--- src/hdl/multi_slot_countdown_alarms_core_defines.svh ---
// assertion macros for the countdown alarm bank
// relies on clk_i and rst_ni being present in the module that uses them
`ifndef MULTI_SLOT_COUNTDOWN_ALARMS_CORE_DEFINES_SVH
`define MULTI_SLOT_COUNTDOWN_ALARMS_CORE_DEFINES_SVH

// checked only out of reset
`define MSCA_ASSERT(lbl, prop, msg) \
  lbl: assert property (@(posedge clk_i) disable iff (!rst_ni) (prop)) else $error(msg);

// checked on every edge, reset included
`define MSCA_ASSERT_ALWAYS(lbl, prop, msg) \
  lbl: assert property (@(posedge clk_i) (prop)) else $error(msg);

`endif

--- src/hdl/msca_pkg.sv ---
// shared types and constants for the countdown alarm bank
// no dependencies
package msca_pkg;

  localparam int unsigned MaxSlots = 8;
  localparam int unsigned SlotW    = 8;
  localparam int unsigned CountW   = 16;
  localparam int unsigned TickW    = 32;
  localparam int unsigned ModeW    = 2;

  localparam logic [ModeW-1:0] MODE_ARM    = 2'd0;
  localparam logic [ModeW-1:0] MODE_DISARM = 2'd1;
  localparam logic [ModeW-1:0] MODE_POLL   = 2'd2;

  localparam logic STATUS_OK        = 1'b0;
  localparam logic STATUS_BAD_SLOT  = 1'b1;

  // command broadcast to every slot for one step
  typedef struct packed {
    logic              arm;
    logic              disarm;
    logic              poll;
    logic [CountW-1:0] count;
    logic [CountW-1:0] elapsed;
  } msca_slot_cmd_t;

  // per slot outcome of one step
  typedef struct packed {
    logic armed_d;
    logic fired;
  } msca_slot_sts_t;

endpackage

--- src/hdl/msca_slot.sv ---
// one alarm slot: remaining count, armed bit, expiry compare and subtract
// depends on msca_pkg
module msca_slot (
  input  logic                    clk_i,
  input  logic                    rst_ni,
  input  logic                    sel_i,
  input  msca_pkg::msca_slot_cmd_t cmd_i,
  output msca_pkg::msca_slot_sts_t sts_o
);
  import msca_pkg::*;

  logic [CountW-1:0] remaining_q, remaining_d;
  logic              armed_q, armed_d;
  logic              fired;

  always_comb begin
    remaining_d = remaining_q;
    armed_d     = armed_q;
    fired       = 1'b0;
    if (cmd_i.arm && sel_i) begin
      remaining_d = cmd_i.count;
      armed_d     = 1'b1;
    end else if (cmd_i.disarm && sel_i) begin
      remaining_d = '0;
      armed_d     = 1'b0;
    end else if (cmd_i.poll && armed_q) begin
      if (remaining_q < cmd_i.elapsed) begin
        fired   = 1'b1;
        armed_d = 1'b0;
      end else begin
        remaining_d = remaining_q - cmd_i.elapsed;
      end
    end
  end

  always_ff @(posedge clk_i or negedge rst_ni) begin
    if (!rst_ni) begin
      remaining_q <= '0;
      armed_q     <= 1'b0;
    end else begin
      remaining_q <= remaining_d;
      armed_q     <= armed_d;
    end
  end

  assign sts_o.armed_d = armed_d;
  assign sts_o.fired   = fired;

endmodule

--- src/hdl/multi_slot_countdown_alarms_core.sv ---
// Bank of countdown alarm slots with arm, disarm and poll commands. One beat
// is taken per clock while the result side keeps taking beats: a beat is
// held in the input register, is executed against every slot in parallel
// (one 16-bit compare and subtract per slot) and lands in the result
// register. Only the low 16 bits of the tick take part in the elapsed time.
// depends on msca_pkg, msca_slot and multi_slot_countdown_alarms_core_defines.svh
`include "multi_slot_countdown_alarms_core_defines.svh"

module multi_slot_countdown_alarms_core #(
  parameter int unsigned SLOT_COUNT = 8
) (
  input  logic                           clk_i,
  input  logic                           rst_ni,
  input  logic                           in_valid_i,
  output logic                           in_ready_o,
  input  logic [msca_pkg::ModeW-1:0]     mode_i,
  input  logic [msca_pkg::SlotW-1:0]     slot_i,
  input  logic [msca_pkg::CountW-1:0]    count_value_i,
  input  logic [msca_pkg::TickW-1:0]     tick_now_i,
  output logic                           out_valid_o,
  input  logic                           out_ready_i,
  output logic                           status_o,
  output logic [msca_pkg::MaxSlots-1:0]  armed_mask_o,
  output logic [msca_pkg::MaxSlots-1:0]  fired_mask_o
);
  import msca_pkg::*;

  // input register
  logic              in_valid_q;
  logic [ModeW-1:0]  mode_q;
  logic [SlotW-1:0]  slot_q;
  logic [CountW-1:0] count_q;
  logic [CountW-1:0] tick_q;

  // state and result register
  logic [CountW-1:0]   last_tick_q;
  logic                out_valid_q;
  logic                status_q;
  logic [MaxSlots-1:0] armed_mask_q;
  logic [MaxSlots-1:0] fired_mask_q;

  logic                in_accept;
  logic                advance;
  logic                step;
  logic                is_slot_op;
  logic                in_range;
  logic                status;
  msca_slot_cmd_t      cmd;
  msca_slot_sts_t      sts [MaxSlots];
  logic [MaxSlots-1:0] armed_vec;
  logic [MaxSlots-1:0] fired_vec;

  assign advance    = !out_valid_q || out_ready_i;
  assign step       = in_valid_q && advance;
  assign in_ready_o = !in_valid_q || advance;
  assign in_accept  = in_valid_i && in_ready_o;

  assign is_slot_op = (mode_q == MODE_ARM) || (mode_q == MODE_DISARM);
  assign in_range   = slot_q < SlotW'(SLOT_COUNT);
  assign status     = (is_slot_op && !in_range) ? STATUS_BAD_SLOT : STATUS_OK;

  always_comb begin
    cmd.arm     = step && (mode_q == MODE_ARM);
    cmd.disarm  = step && (mode_q == MODE_DISARM);
    cmd.poll    = step && (mode_q == MODE_POLL);
    cmd.count   = count_q;
    cmd.elapsed = tick_q - last_tick_q;
  end

  for (genvar i = 0; i < MaxSlots; i++) begin : g_slot
    if (i < SLOT_COUNT) begin : g_used
      msca_slot u_slot (
        .clk_i  (clk_i),
        .rst_ni (rst_ni),
        .sel_i  (slot_q == SlotW'(i)),
        .cmd_i  (cmd),
        .sts_o  (sts[i])
      );
    end else begin : g_unused
      assign sts[i] = '0;
    end
    assign armed_vec[i] = sts[i].armed_d;
    assign fired_vec[i] = sts[i].fired;
  end

  always_ff @(posedge clk_i or negedge rst_ni) begin
    if (!rst_ni) begin
      in_valid_q <= 1'b0;
    end else if (in_accept) begin
      in_valid_q <= 1'b1;
    end else if (step) begin
      in_valid_q <= 1'b0;
    end
  end

  always_ff @(posedge clk_i) begin
    if (in_accept) begin
      mode_q  <= mode_i;
      slot_q  <= slot_i;
      count_q <= count_value_i;
      tick_q  <= tick_now_i[CountW-1:0];
    end
  end

  always_ff @(posedge clk_i or negedge rst_ni) begin
    if (!rst_ni) begin
      last_tick_q <= '0;
    end else if (cmd.poll) begin
      last_tick_q <= tick_q;
    end
  end

  always_ff @(posedge clk_i or negedge rst_ni) begin
    if (!rst_ni) begin
      out_valid_q <= 1'b0;
    end else if (advance) begin
      out_valid_q <= in_valid_q;
    end
  end

  always_ff @(posedge clk_i) begin
    if (step) begin
      status_q     <= status;
      armed_mask_q <= armed_vec;
      fired_mask_q <= cmd.poll ? fired_vec : '0;
    end
  end

  assign out_valid_o  = out_valid_q;
  assign status_o     = status_q;
  assign armed_mask_o = armed_mask_q;
  assign fired_mask_o = fired_mask_q;

  `MSCA_ASSERT(a_fired_disarmed, out_valid_q |-> ((fired_mask_q & armed_mask_q) == '0),
               "a fired slot is still armed")
  `MSCA_ASSERT(a_fire_only_on_poll, (step && (mode_q != MODE_POLL)) |=> (fired_mask_q == '0),
               "fired mask set outside a poll")
  `MSCA_ASSERT(a_error_no_fire, (out_valid_q && status_q) |-> (fired_mask_q == '0),
               "slot error together with expiry")
  `MSCA_ASSERT(a_unused_slots_idle,
               out_valid_q |-> (((armed_mask_q | fired_mask_q) >> SLOT_COUNT) == '0),
               "mask bit set for a slot that does not exist")
  `MSCA_ASSERT_ALWAYS(a_ready_when_empty, !in_valid_q |-> in_ready_o,
                      "input register empty but not ready")

endmodule

--- config.mk ---
export PLATFORM = sky130hd
export DESIGN_NAME = multi_slot_countdown_alarms_core
export DESIGN_NICKNAME = d
export VERILOG_FILES = /design/src/hdl/msca_pkg.sv /design/src/hdl/msca_slot.sv /design/src/hdl/multi_slot_countdown_alarms_core.sv
export VERILOG_INCLUDE_DIRS = /design/src /design/src/hdl
export SDC_FILE = /design/constraint.sdc
export NUM_CORES = 1
export LEC_CHECK = 0
export BUFFER_PORTS_ARGS = -buffer_cell sky130_fd_sc_hd__buf_4
export CORE_ASPECT_RATIO = 1.25
export CORE_UTILIZATION = 50
export DETAILED_ROUTE_END_ITERATION = 8
export GPL_ROUTABILITY_DRIVEN = 0
export PLACE_DENSITY = 0.65
export SETUP_SLACK_MARGIN = 0.4
export SYNTH_ARGS = -nofsm -noshare
export SYNTH_HDL_FRONTEND = slang
export SYNTH_SLANG_ARGS = --single-unit
--- constraint.sdc ---
create_clock -name clk_i -period 5.6 [get_ports clk_i]
set_input_delay 1.12 -clock clk_i [delete_from_list [all_inputs] [get_ports clk_i]]
set_output_delay 1.12 -clock clk_i [all_outputs]
set_load 0.02 [all_outputs]
# After elaboration in Yosys (flattened, before gate mapping)
# Cells that the tools add are included.
[totals]
ff_bits = 213
inputBits = 62
wordCells = 215
[classes]
n_addsub = 9
n_lt_le_gt_ge = 9
eq_ne = 17
n_mux = 75
bitwise_logic = 9
n_reduce_logical = 63
[op_table]
columns = ["op", "count"]
rows = [
  ["16-bit 2-to-1 mux", 32],
  ["16-bit subtractor", 9],
  ["16-bit < comparator", 8],
  ["1-bit 2-to-1 mux", 43],
  ["8-bit by 3-bit == test with 1-bit output (second input constant)", 4],
  ["4-bit OR reduction", 8],
  ["1-bit logical AND", 30],
  ["3-bit by 1-bit inequality test with 1-bit output (second input constant)", 8],
  ["3-bit nonzero test", 8],
  ["8-bit by 2-bit == test with 1-bit output (second input constant)", 2],
  ["2-bit AND reduction", 8],
  ["1-bit inverter", 9],
  ["8-bit by 1-bit == test with 1-bit output (second input constant)", 1],
  ["8-bit logical NOT", 1],
  ["8-bit by 4-bit < comparator with 1-bit output (second input constant)", 1],
  ["1-bit logical NOT", 3],
  ["1-bit logical OR", 3],
  ["2-bit by 1-bit == test with 1-bit output (second input constant)", 1],
  ["2-bit == test (second input constant)", 1],
  ["2-bit logical NOT", 1],
  ["2-bit nonzero test", 1],
]

# Depth between registers and ports, before layout
# Gate-level depths: netlist of run 1.
[logic_depth]
depth_word = 8
mapped_depth = 25
depth_no_buf = 23

# Hierarchy
# Synthesis of run 1 repeated with hierarchy kept, for this count alone.
[hier_totals]
hier_cells = 2007
area_unflattened_um2 = 17678.2
[modules_own_cells]
columns = ["mod", "instances", "cells_each", "area_per_inst_um2", "seq_area_each_um2"]
rows = [
  ["msca_slot at g_slot[0].g_used.u_slot ...", 4, 224, 1824.2, 425.4],
  ["msca_slot at g_slot[4].g_used.u_slot ...", 4, 216, 1774.2, 425.4],
  ["multi_slot_countdown_alarms_core", 1, 247, 3284.4, 2222.1],
]

# Least setup slack after synthesis of run 1
# OpenSTA, ideal clock, no wires.
[synth_path]
path_kind = "register to register"
start = "reg tick_q[1]"
end = "reg g_slot[0].g_used.u_slot.remaining_q[11]"
setup_ns = 0.137
arrival_time_ns = 4.634
slack_ns = 0.829
stages_incl_launch_ff = 20
period_less_slack_ns = 4.771
cell_sequence = "edfxtp_1 -> ha_1 -> nor2b_1 -> o31ai_1 -> nand2b_1 -> a21oi_1 -> xor2_1 -> ha_1 -> nand3_1 -> o211ai_2 -> o41a_1 -> a21o_1 -> maj3_2 -> maj3_2 -> and4_4 -> o311a_4 -> buf_6 -> mux2_4 -> nor2_1 -> a21oi_1"
[synth_between]
elab_chain_len = 6
elab_cells_between_ends = 9
classes_between = "add/sub (2); order compare (1); eq/ne (1); mux (4); reduce/logical (1)"
[synth_rtl]
columns = ["item", "line", "source"]
rows = [
  ["start, declared", "multi_slot_countdown_alarms_core.sv:33", "logic [CountW-1:0] tick_q;"],
  ["start signal, assigned", "multi_slot_countdown_alarms_core.sv:101", "tick_q <= tick_now_i[CountW-1:0];"],
  ["16-bit subtractor (*)", "multi_slot_countdown_alarms_core.sv:67", "cmd.elapsed = tick_q - last_tick_q;"],
  ["16-bit subtractor", "msca_slot.sv:31", "remaining_d = remaining_q - cmd_i.elapsed;"],
  ["16-bit 2-to-1 mux", "msca_slot.sv:27", "if (remaining_q < cmd_i.elapsed) begin"],
  ["16-bit 2-to-1 mux", "msca_slot.sv:26", "end else if (cmd_i.poll && armed_q) begin"],
  ["16-bit 2-to-1 mux", "msca_slot.sv:23", "end else if (cmd_i.disarm && sel_i) begin"],
  ["16-bit 2-to-1 mux", "msca_slot.sv:20", "if (cmd_i.arm && sel_i) begin"],
  ["end signal, assigned", "msca_slot.sv:41", "remaining_q <= remaining_d;"],
  ["end, declared", "msca_slot.sv:12", "logic [CountW-1:0] remaining_q, remaining_d;"],
]
# Mark *: on every way between the ends. The rest lies on a longest branch, timed or not. The select of a mux whose other input is x is not followed.
# A chain may end at the register's enable or synchronous reset.

# Worst setup path in the final report of run 1
[layout_path]
start = "reg tick_q[0]"
end = "reg g_slot[0].g_used.u_slot.remaining_q[8]"
# The elaborated chain is that of the path after synthesis.

==> metrics.cfg, run 1 <==
[global_routing]
grt-ovfl-total = 0
grt_max_degree = 91
antenna_found_initial = 0
track_usage = 0.268
grt_pass1_wl_um = 61500
first_global_vias = 11700

[layout]
layout_commonest_cell = nor2_1
multi_input_comb_area_um2 = 8490
final_cell_mix = 185 x nor2_1, 154 x dfrtp_1, 153 x o21ai_0
antenna_cells = 0
drive_gt1_frac = 0.114
nets = 1854
syn_to_final_growth_pct = 13.4
final_util = 0.580
fillers = 2498
register_area_um2 = 5630

[detailed_routing]
vias_per_cell = 5.89
ant_nets = 0
firstDrtPassIters = 5
routed_wirelength_um = 39300
drc_errors = 0
vias = 12200
drtIter0Drc = 775
wl_per_cell_um = 19.0

[sta]
setup_viol = 0
min_period_over_period = 0.890
fmax_ghz = 0.201
period_minus_slack_ns = 4.98
setup-tns-final_ns = 0
final.setup.worst_slack_ns = 0.615
worst_slew_pin_slew_ns = 1.16
hold_ws_ns = 0.488
slew_violations = 0
finalHoldViolCount = 0
slew_headroom = 0.221
finClkSkew_ns = 0.0141
rsz0062_at_grt = no

[floorplan]
die_w_um = 155
initial_core_util = 0.511
coreArea_um2 = 28600
io_pins = 81
fp.dieH_um = 193
die-area_um2 = 29900
placementRows = 69

[critical_path]
critPathMaxFanout = 11
critical_path_buf_inv_count = 2
criticalPathCategory = flip-flop to flip-flop
start_kind = flip-flop
crit_cells = 20
crit_path_top_delay_cell = o311a_4
end_kind = flip-flop
reg2reg_depth = 20
cp.arrival_ns = 5.35
crit_chain = inv_1, ha_1, inv_1, fa_1, a21oi_2, nor2b_1, nor2_1, xor2_1, ha_1, nand3_1, o211ai_2, o41a_1, a21o_1, maj3_2, maj3_2, and4_4, o311a_4, mux2_4, nor2_1, a21oi_1
crit_required_ns = 5.97
cp_top_family = adder cells
slowest_delay_ns = 0.47

[placed_design]
port_buffers = 64
pre_cts_slack_ns = 0.513
dp_hpwl_um = 26400

[logic_synthesis]
yosysSeqAreaShare = 0.385
ys_seq_elements = 213
async_flop_share = 0.723
synth_nets = 1780
ys_types = 69
syn_inst = 1582
netlist_area_um2 = 14600
yosys_most_used_dff = dfrtp_1
ys.warnings.count = 0
avgSynthCellArea_um2 = 9.24
synth-edff-count = 59

[worst_hold_path]
whs_path_depth = 2
hp-class = flip-flop to flip-flop

[power_and_ir_drop]
pwr_density_cell_nw_per_um2 = 386
power_leakage_nw = 7.48
vdd_drop_max_uv = 312

[flow_run]
maxCapViolations = 0

[clock_tree]
clk_latency_ns = 0.53
cts_sinks = 213
h-tree-depth = 1
cts-hold-fix-buffers = 0
cts_tree = done
clk_pin_slew_ns = 0.06
numCtsBuffers = 24
clockBufferDepth = 3
clock-root-buffer = clkbuf_16

[outcome]
outcome = finished, final reports clean

Yosys cell counts (17+ instances only):
| cell | number | area (µm²) |
|---|---|---|
| o21a_1 | 34 | 255 |
| inv_1 | 67 | 251 |
| dfrtp_1 | 154 | 3850 |
| buf_2 | 19 | 95.1 |
| ha_1 | 127 | 1590 |
| nand2b_1 | 38 | 238 |
| nor3_1 | 29 | 145 |
| a21o_1 | 40 | 300 |
| o211ai_1 | 22 | 165 |
| maj3_1 | 19 | 190 |
| o21ai_0 | 157 | 786 |
| nor2b_1 | 17 | 106 |
| xor2_1 | 50 | 438 |
| nand2_1 | 93 | 349 |
| nand3_1 | 34 | 170 |
| a21oi_1 | 77 | 385 |
| edfxtp_1 | 59 | 1770 |
| nor2_1 | 185 | 694 |
| clkbuf_1 | 34 | 128 |
| xnor2_1 | 79 | 692 |
| a31oi_1 | 75 | 469 |
worst min-delay path, cell delays in order (launching register included):
cell and delay (ns):
edfxtp_1 0.35, nand2_1 0.05, o21ai_0 0.06
area by class of cell:
type / instances / share of cell area
clock buffer: 26 / 0.0380
clock inverter: 18 / 0.0115
inverter: 67 / 0.0154
multi-input combinational: 1238 / 0.512
sequential: 213 / 0.339
tap: 390 / 0.0294
timing repair buffer: 112 / 0.0538
per-layer routing:
layer / vias to the layer above / wire, µm / track usage
met5: - / 0 / 0
met4: 0 / 1650 / 0.0986
met3: 84 / 1970 / 0.0329
met2: 341 / 18600 / 0.470
met1: 5835 / 17100 / 0.339
li1: 5892 / - / -
sequential cells by signal, indices dropped and copies added (netlist names), 2 cells and up:
name                              flops
armed_mask_o                          8
g_slot.g_used.u_slot.armed_q          8
slot_q                                8
mode_q                                2
tick_q                               16
count_q                              16
g_slot.g_used.u_slot.remaining_q    128
fired_mask_o                          8
last_tick_q                          16
final timing paths:
check | from | endpoint | slack (ns)
min reg2reg | tick_q[6] | last_tick_q[6] | 0.49
min in group asynchronous | rst_ni | g_slot[0].g_used.u_slot.remaining_q[3] | 0.57
max reg2reg | tick_q[0] | g_slot[0].g_used.u_slot.remaining_q[8] | 0.62
max in group asynchronous | rst_ni | g_slot[7].g_used.u_slot.remaining_q[1] | 4.03
min | tick_q[6] | last_tick_q[6] | 0.49
max | tick_q[0] | g_slot[0].g_used.u_slot.remaining_q[8] | 0.62
per-stage QoR:
stage | power, mW | std cells | cell area (µm²)
floorplan | 3.84 | 1582 | 14600
global placement | 4.59 | 2008 | 15600
detailed placement | 4.66 | 2008 | 15600
CTS | 6.34 | 2052 | 16400
global route | 6.77 | 2064 | 16600
finish | 6.39 | 2064 | 16600
timing repair:
| item | CTS | global route |
|---|---|---|
| buffers inserted | 0 | 11 |
| setup endpoints to repair | 0 | 89 |
| hold endpoints to repair | 0 | 0 |
| resized for setup | 0 | 17 |
logic make-up after synthesis:
kind of cell / share of synthesized area
adder cells (fa/ha/maj): 0.136
XOR/XNOR: 0.0773
buffers and inverters: 0.0379
multiplexers: 0.00993
flip-flops: 0.385
AND/OR/NAND/NOR: 0.141
AO/OA/AOI/OAI: 0.212
power breakdown:
part	switching, mW	total (mW)	internal (mW)
Combinational	1.79	3.01	1.22
Clock	0.693	1.65	0.960
Sequential	0.0398	1.72	1.68
Power figures use the tool's default switching activity.
==> run 2, diff against run 1 <==
--- a/config.mk
+++ b/config.mk
@@ -8,11 +8,12 @@
 export LEC_CHECK = 0
 export BUFFER_PORTS_ARGS = -buffer_cell sky130_fd_sc_hd__buf_4
 export CORE_ASPECT_RATIO = 1.25
-export CORE_UTILIZATION = 50
+export CORE_UTILIZATION = 57
 export DETAILED_ROUTE_END_ITERATION = 8
 export GPL_ROUTABILITY_DRIVEN = 0
-export PLACE_DENSITY = 0.65
+export PLACE_DENSITY = 0.76
 export SETUP_SLACK_MARGIN = 0.4
+export SKIP_CTS_REPAIR_TIMING = 1
 export SYNTH_ARGS = -nofsm -noshare
 export SYNTH_HDL_FRONTEND = slang
 export SYNTH_SLANG_ARGS = --single-unit
==> constraint.sdc (replaced) <==
create_clock -name clk_i -period 4.2 [get_ports clk_i]
set_input_delay 0.84 -clock clk_i [delete_from_list [all_inputs] [get_ports clk_i]]
set_output_delay 0.84 -clock clk_i [all_outputs]
set_load 0.02 [all_outputs]
==> run 2 against run 1 <==
- the run now ends with negative setup slack left
- total power rose by 61%
- critical path depth up 1
- routed wire length rose by 24%
- final area grew 19%
- count of clock-buffer cells in the layout is 3 higher
- via count rose by 15%
- first-iteration DRC count increased by 27%
- die area is 12% lower
- critical endpoint is now g_slot[0].g_used.u_slot.remaining_q[4]
==> metrics.cfg, run 2 (synthesis gave the netlist of run 1 again) <==
[worst_hold_path]
hp-class = input pin to async pin

[global_routing]
grt-ovfl-total = 0  ; unchanged
first_global_vias = 13200  ; +13%
antenna_found_initial = 0  ; unchanged
grt_pass1_wl_um = 66800  ; +8.6%
track_usage = 0.325  ; +0.0569
grt_max_degree = 74  ; -19%

[sta]
period_minus_slack_ns = 4.78  ; -0.207 ns
worst_slew_pin_slew_ns = 1.38  ; +0.213 ns
slew_headroom = 0.0807  ; -0.141
setup_viol = 148  ; +148
finalHoldViolCount = 0  ; unchanged
slew_violations = 0  ; unchanged
finClkSkew_ns = 0.00994  ; -0.00419 ns
rsz0062_at_grt = yes
final.setup.worst_slack_ns = -0.578  ; -1.19 ns
min_period_over_period = 1.14  ; +0.248
fmax_ghz = 0.209  ; +4.3%
setup-tns-final_ns = -48.80  ; -48.80 ns

[clock_tree]
clock-root-buffer = clkbuf_16
clk_pin_slew_ns = 0.07  ; about the same
numCtsBuffers = 23  ; -4.2%
h-tree-depth = 1  ; unchanged
cts_sinks = 213  ; unchanged
cts_tree = done
clk_latency_ns = 0.52  ; about the same
clockBufferDepth = 3  ; unchanged

[layout]
drive_gt1_frac = 0.314  ; +0.200
final_cell_mix = 279 x buf_4, 154 x dfrtp_1, 147 x nor2_1
nets = 2077  ; +12%
final_util = 0.784  ; +0.204
layout_commonest_cell = buf_4
stdcell_area_um2 = 19800  ; +19%
largest-register = g_slot.g_used.u_slot.remaining_q
antenna_cells = 0  ; unchanged
syn_to_final_growth_pct = 35.3
largest_reg_flops = 128  ; unchanged

[critical_path]
start_kind = flip-flop
end_kind = flip-flop
critPathMaxFanout = 6  ; -5
cp.arrival_ns = 5.13  ; -0.22 ns
criticalPathCategory = flip-flop to flip-flop
crit_required_ns = 4.55  ; -1.42 ns

[detailed_routing]
vias = 14000  ; +15%
routed_wirelength_um = 48900  ; +24%
vias_per_cell = 6.28  ; +6.6%
wl_per_cell_um = 21.9  ; +15%
ant_nets = 0  ; unchanged
drc_errors = 0  ; unchanged
drtIter0Drc = 982  ; +27%
firstDrtPassIters = 5  ; unchanged

[floorplan]
coreArea_um2 = 25200  ; -12%
placementRows = 65  ; -5.8%
initial_core_util = 0.580  ; +0.0682
fp.dieH_um = 181  ; -6.3%
io_pins = 81  ; unchanged
die-area_um2 = 26300  ; -12%
die_w_um = 145  ; -6.3%

[flow_run]
maxCapViolations = 0  ; unchanged

[power_and_ir_drop]
pwr_density_cell_nw_per_um2 = 521  ; +35%
power_leakage_nw = 8.89  ; +19%
totalPowerFinal_mw = 10.3  ; +61%
vdd_drop_max_uv = 451  ; +45%

[outcome]
violations = negative setup slack
outcome = finished with violations

[placed_design]
port_buffers = 64  ; unchanged
dpl_cell_area_um2 = 17200  ; +11%
dp_hpwl_um = 29300  ; +11%

==> run 2: critical path, cell delays in order, from the launching register on <==
cell and delay [ns]:
edfxtp_1 0.39, inv_2 0.09, ha_4 0.14, inv_2 0.04, fa_2 0.38, a21oi_2 0.17, o211ai_1 0.17, or3_1 0.39
nand2_2 0.12, ha_4 0.22, nor2_4 0.13, o21bai_1 0.11, o41a_1 0.16, a21o_1 0.18, maj3_2 0.33, maj3_2 0.33
and4_4 0.20, o311a_4 0.42, buf_6 0.16, mux2_2 0.28, nor2_1 0.13, a21oi_1 0.07
==> run 2: worst paths after layout <==
| check | start | to | slack (ns) | cells after the start |
|---|---|---|---|---|
| max | tick_q[0] | g_slot[0].g_used.u_slot.remaining_q[4] | -0.58 | 21 |
| min | rst_ni | g_slot[7].g_used.u_slot.remaining_q[15] | 0.34 | 1 |
| max reg2reg | tick_q[0] | g_slot[0].g_used.u_slot.remaining_q[4] | -0.58 | 21 |
| min reg2reg | tick_q[10] | last_tick_q[10] | 0.49 | 2 |
| max in group asynchronous | rst_ni | last_tick_q[4] | 2.82 | 2 |
| min in group clk_i | slot_i[6] | slot_q[6] | 0.49 | 1 |
==> run 2: where the power goes <==
| group | switching, mW | internal [mW] | leakage, nW |
|---|---|---|---|
| Sequential | 0.0629 | 2.25 | 2.66 |
| Clock | 0.878 | 1.31 | 0.382 |
| Combinational | 3.13 | 2.68 | 5.84 |
==> run 2: layout make-up <==
type / count / area (µm²)
clock buffer: 29 / 598
clock inverter: 12 / 186
fill: 1531 / 5440
inverter: 67 / 254
multi-input combinational: 1237 / 9730
sequential: 213 / 5630
tap: 335 / 419
timing repair buffer: 337 / 2960
==> run 2: per-stage QoR <==
step                cells  worst slack [ns]  hold WS, ns
floorplan            1582            -0.281        0.457
global route         2230            -0.768        0.403
global placement     2122            -0.256        0.471
detailed placement   2122            -0.358        0.482
CTS                  2163            -0.385        0.385
finish               2230            -0.578        0.343
==> run 2: metal layers <==
layer | vias up | wire, µm | track usage | share of wire
li1 | 6353 | - | - | -
met1 | 6699 | 17800 | 0.389 | 0.36
met2 | 690 | 23100 | 0.553 | 0.47
met3 | 254 | 4020 | 0.0513 | 0.082
met4 | 0 | 4020 | 0.192 | 0.082
met5 | - | 0 | 0 | 0
==> run 3, diff against run 2 <==
--- a/config.mk
+++ b/config.mk
@@ -8,10 +8,10 @@
 export LEC_CHECK = 0
 export BUFFER_PORTS_ARGS = -buffer_cell sky130_fd_sc_hd__buf_4
 export CORE_ASPECT_RATIO = 1.25
-export CORE_UTILIZATION = 57
+export CORE_UTILIZATION = 67
 export DETAILED_ROUTE_END_ITERATION = 8
 export GPL_ROUTABILITY_DRIVEN = 0
-export PLACE_DENSITY = 0.76
+export PLACE_DENSITY = 0.84
 export SETUP_SLACK_MARGIN = 0.4
 export SKIP_CTS_REPAIR_TIMING = 1
 export SYNTH_ARGS = -nofsm -noshare
==> constraint.sdc (replaced) <==
create_clock -name clk_i -period 5.9 [get_ports clk_i]
set_input_delay 1.18 -clock clk_i [delete_from_list [all_inputs] [get_ports clk_i]]
set_output_delay 1.18 -clock clk_i [all_outputs]
set_load 0.02 [all_outputs]
==> run 3 against run 2 <==
- the flow now finishes without violations
- die area decreased by 15%
- critical path depth increased by 1
- via count decreased by 11%
- routed wire length decreased by 20%
- clock power decreased by 37%
- global-route usage increased by 3.2 points
- sequential power decreased by 29%
- flip-flop and latch count unchanged
- largest cell class unchanged
- worst setup slack improved by 1.3 ns
- first-iteration DRC count increased by 10%
- final cell count decreased by 13%
==> metrics.cfg, run 3 (synthesis gave the netlist of run 1 again) <==
[outcome]
outcome = finished, final reports clean

[placed_design]
dp.cells = 1889  ; -11%
dpl_cell_area_um2 = 15400  ; -11%
dp_hpwl_um = 25900  ; -11%
port_buffers = 64  ; unchanged

[critical_path]
r2r_start = tick_q[0]
end_kind = flip-flop
crit_required_ns = 6.25  ; +1.70 ns
critPathMaxFanout = 17  ; +11
cp.arrival_ns = 5.55  ; +0.42 ns
start_kind = flip-flop
reg2reg_depth = 22  ; +4.8%
worstReg2RegEnd = g_slot[5].g_used.u_slot.remaining_q[4]
r2r_slack_ns = 0.70  ; +1.28 ns
criticalPathCategory = flip-flop to flip-flop

[power_and_ir_drop]
vdd_drop_max_uv = 419  ; -7.0%
totalPowerFinal_mw = 5.89  ; -43%
switching_power_mw = 2.38  ; -42%
power_leakage_nw = 7.33  ; -18%
internal-power_mw = 3.51  ; -44%
p_comb_frac = 0.485  ; -0.078
power.share.clock = 0.237  ; +0.024
swShare = 0.404  ; +0.00914
pwr_density_cell_nw_per_um2 = 365  ; -30%
seqPwrFrac = 0.278  ; +0.054

[detailed_routing]
drt-met1-wl_um = 15400  ; -14%
routed_wirelength_um = 39100  ; -20%
firstDrtPassIters = 5  ; unchanged
met2_wirelength_um = 18000  ; -22%
wl_met3_um = 3050  ; -24%
drc_errors = 0  ; unchanged
vias = 12500  ; -11%
wl_per_cell_um = 20.3  ; -7.6%
drtIter0Drc = 1083  ; +10%
vias_per_cell = 6.46  ; +2.9%
ant_nets = 0  ; unchanged
top_layer_used = met4

[sta]
min_period_over_period = 0.881  ; -0.257
fmax_ghz = 0.192  ; -8.1%
setup-tns-final_ns = 0  ; +48.80 ns
slew_violations = 0  ; unchanged
period_minus_slack_ns = 5.20  ; +0.420 ns
slew_headroom = 0.118  ; +0.0376
finClkSkew_ns = 0.0127  ; +0.00275 ns
rsz0062_at_grt = no
finalHoldViolCount = 0  ; unchanged
worst_slew_pin_slew_ns = 1.32  ; -0.0563 ns
setup_viol = 0  ; -100%

[global_routing]
antenna_found_initial = 0  ; unchanged
grt_max_degree = 72  ; -2.7%
track_usage = 0.356  ; +0.0316
grt-ovfl-total = 0  ; unchanged
first_global_vias = 12100  ; -7.9%
grt_pass1_wl_um = 61700  ; -7.6%

[worst_hold_path]
hp-class = flip-flop to flip-flop
whs_path_depth = 1
hold_end = out_valid_o
hp-start = in_valid_q

[clock_tree]
h-tree-depth = 1  ; unchanged
cts_tree = done
clk_latency_ns = 0.52  ; about the same
clk_pin_slew_ns = 0.06  ; about the same
numCtsBuffers = 23  ; unchanged
cts_sinks = 213  ; unchanged
clockBufferDepth = 3  ; unchanged
clock-root-buffer = clkbuf_16

[layout]
largest-register = g_slot.g_used.u_slot.remaining_q
largest_reg_flops = 128  ; unchanged
antenna_cells = 0  ; unchanged
nets = 1833  ; -12%
syn_to_final_growth_pct = 10.4
layout_commonest_cell = nor2_1
final_cells = 1930  ; -13%
final_util = 0.751  ; -0.0329
fillers = 1568  ; +2.4%
drive_gt1_frac = 0.0963  ; -0.218
stdcell_area_um2 = 16100  ; -18%
final_cell_mix = 185 x nor2_1, 156 x o21ai_0, 154 x dfrtp_1

[floorplan]
placementRows = 60  ; -7.7%
fp.dieH_um = 167  ; -7.7%
coreArea_um2 = 21500  ; -15%
initial_core_util = 0.680  ; +0.101
die-area_um2 = 22400  ; -15%
die_w_um = 134  ; -7.7%
io_pins = 81  ; unchanged

[flow_run]
maxCapViolations = 0  ; unchanged

==> run 3: per-layer routing <==
metal / vias to the layer above / GRT usage
li1: 5856 / -
met1: 5915 / 0.451
met2: 537 / 0.574
met3: 157 / 0.0560
met4: 0 / 0.221
met5: - / 0
==> run 3: area by class of cell <==
class / instances / area (µm²) / share of cell area
clock buffer: 33 / 643 / 0.0399
clock inverter: 8 / 67.6 / 0.00419
inverter: 67 / 251 / 0.0156
multi-input combinational: 1237 / 8490 / 0.526
sequential: 213 / 5630 / 0.349
tap: 279 / 349 / 0.0216
timing repair buffer: 93 / 709 / 0.0440
==> run 3: critical path, cell delays in order (launching register included) <==
cell      delay, ns
edfxtp_1       0.35
inv_1          0.08
ha_1           0.17
inv_1          0.06
fa_1           0.40
a21oi_1        0.23
o211ai_1       0.22
o21ai_1        0.23
nand2b_1       0.08
a21oi_1        0.19
xor2_1         0.16
buf_4          0.28
ha_1           0.32
a21oi_1        0.19
o21ai_0        0.16
maj3_1         0.43
o2111a_1       0.20
o41a_1         0.47
o21ai_4        0.28
buf_6          0.22
nor2_1         0.06
a31oi_1        0.13
o21ai_0        0.12
==> run 3: how the worst max path moves through the flow <==
| stage | endpoint | startpoint | cells past startpoint | slack, ns |
|---|---|---|---|---|
| 3_5_place_dp | g_slot[5].g_used.u_slot.remaining_q[6] | tick_q[0] | 20 | 0.56 |
| 3_3_place_gp | g_slot[5].g_used.u_slot.remaining_q[4] | tick_q[0] | 20 | 0.70 |
| 5_1_grt | g_slot[5].g_used.u_slot.remaining_q[5] | tick_q[0] | 22 | 0.38 |
| 2_1_floorplan | g_slot[0].g_used.u_slot.remaining_q[11] | tick_q[1] | 19 | 1.13 |
| 6_report | g_slot[5].g_used.u_slot.remaining_q[4] | tick_q[0] | 22 | 0.70 |
| 4_1_cts | g_slot[3].g_used.u_slot.remaining_q[8] | tick_q[0] | 20 | 0.53 |
==> run 3: power by group through the flow <==
stage          Combinational, mW  Clock [mW]  Sequential, mW
6_report                    2.85        1.39            1.64
5_1_grt                     3.08        1.45            1.65
4_1_cts                     2.78        1.40            1.64
3_5_place_dp                2.75           0            1.67
3_3_place_gp                2.64           0            1.66
2_1_floorplan               1.98           0            1.66
==> run 3: stage by stage <==
stage	setup slack, ns	hold WS [ns]
2_1_floorplan	1.13	0.454
5_1_grt	0.382	0.516
4_1_cts	0.527	0.495
3_5_place_dp	0.558	0.477
6_report	0.702	0.490
3_3_place_gp	0.698	0.471
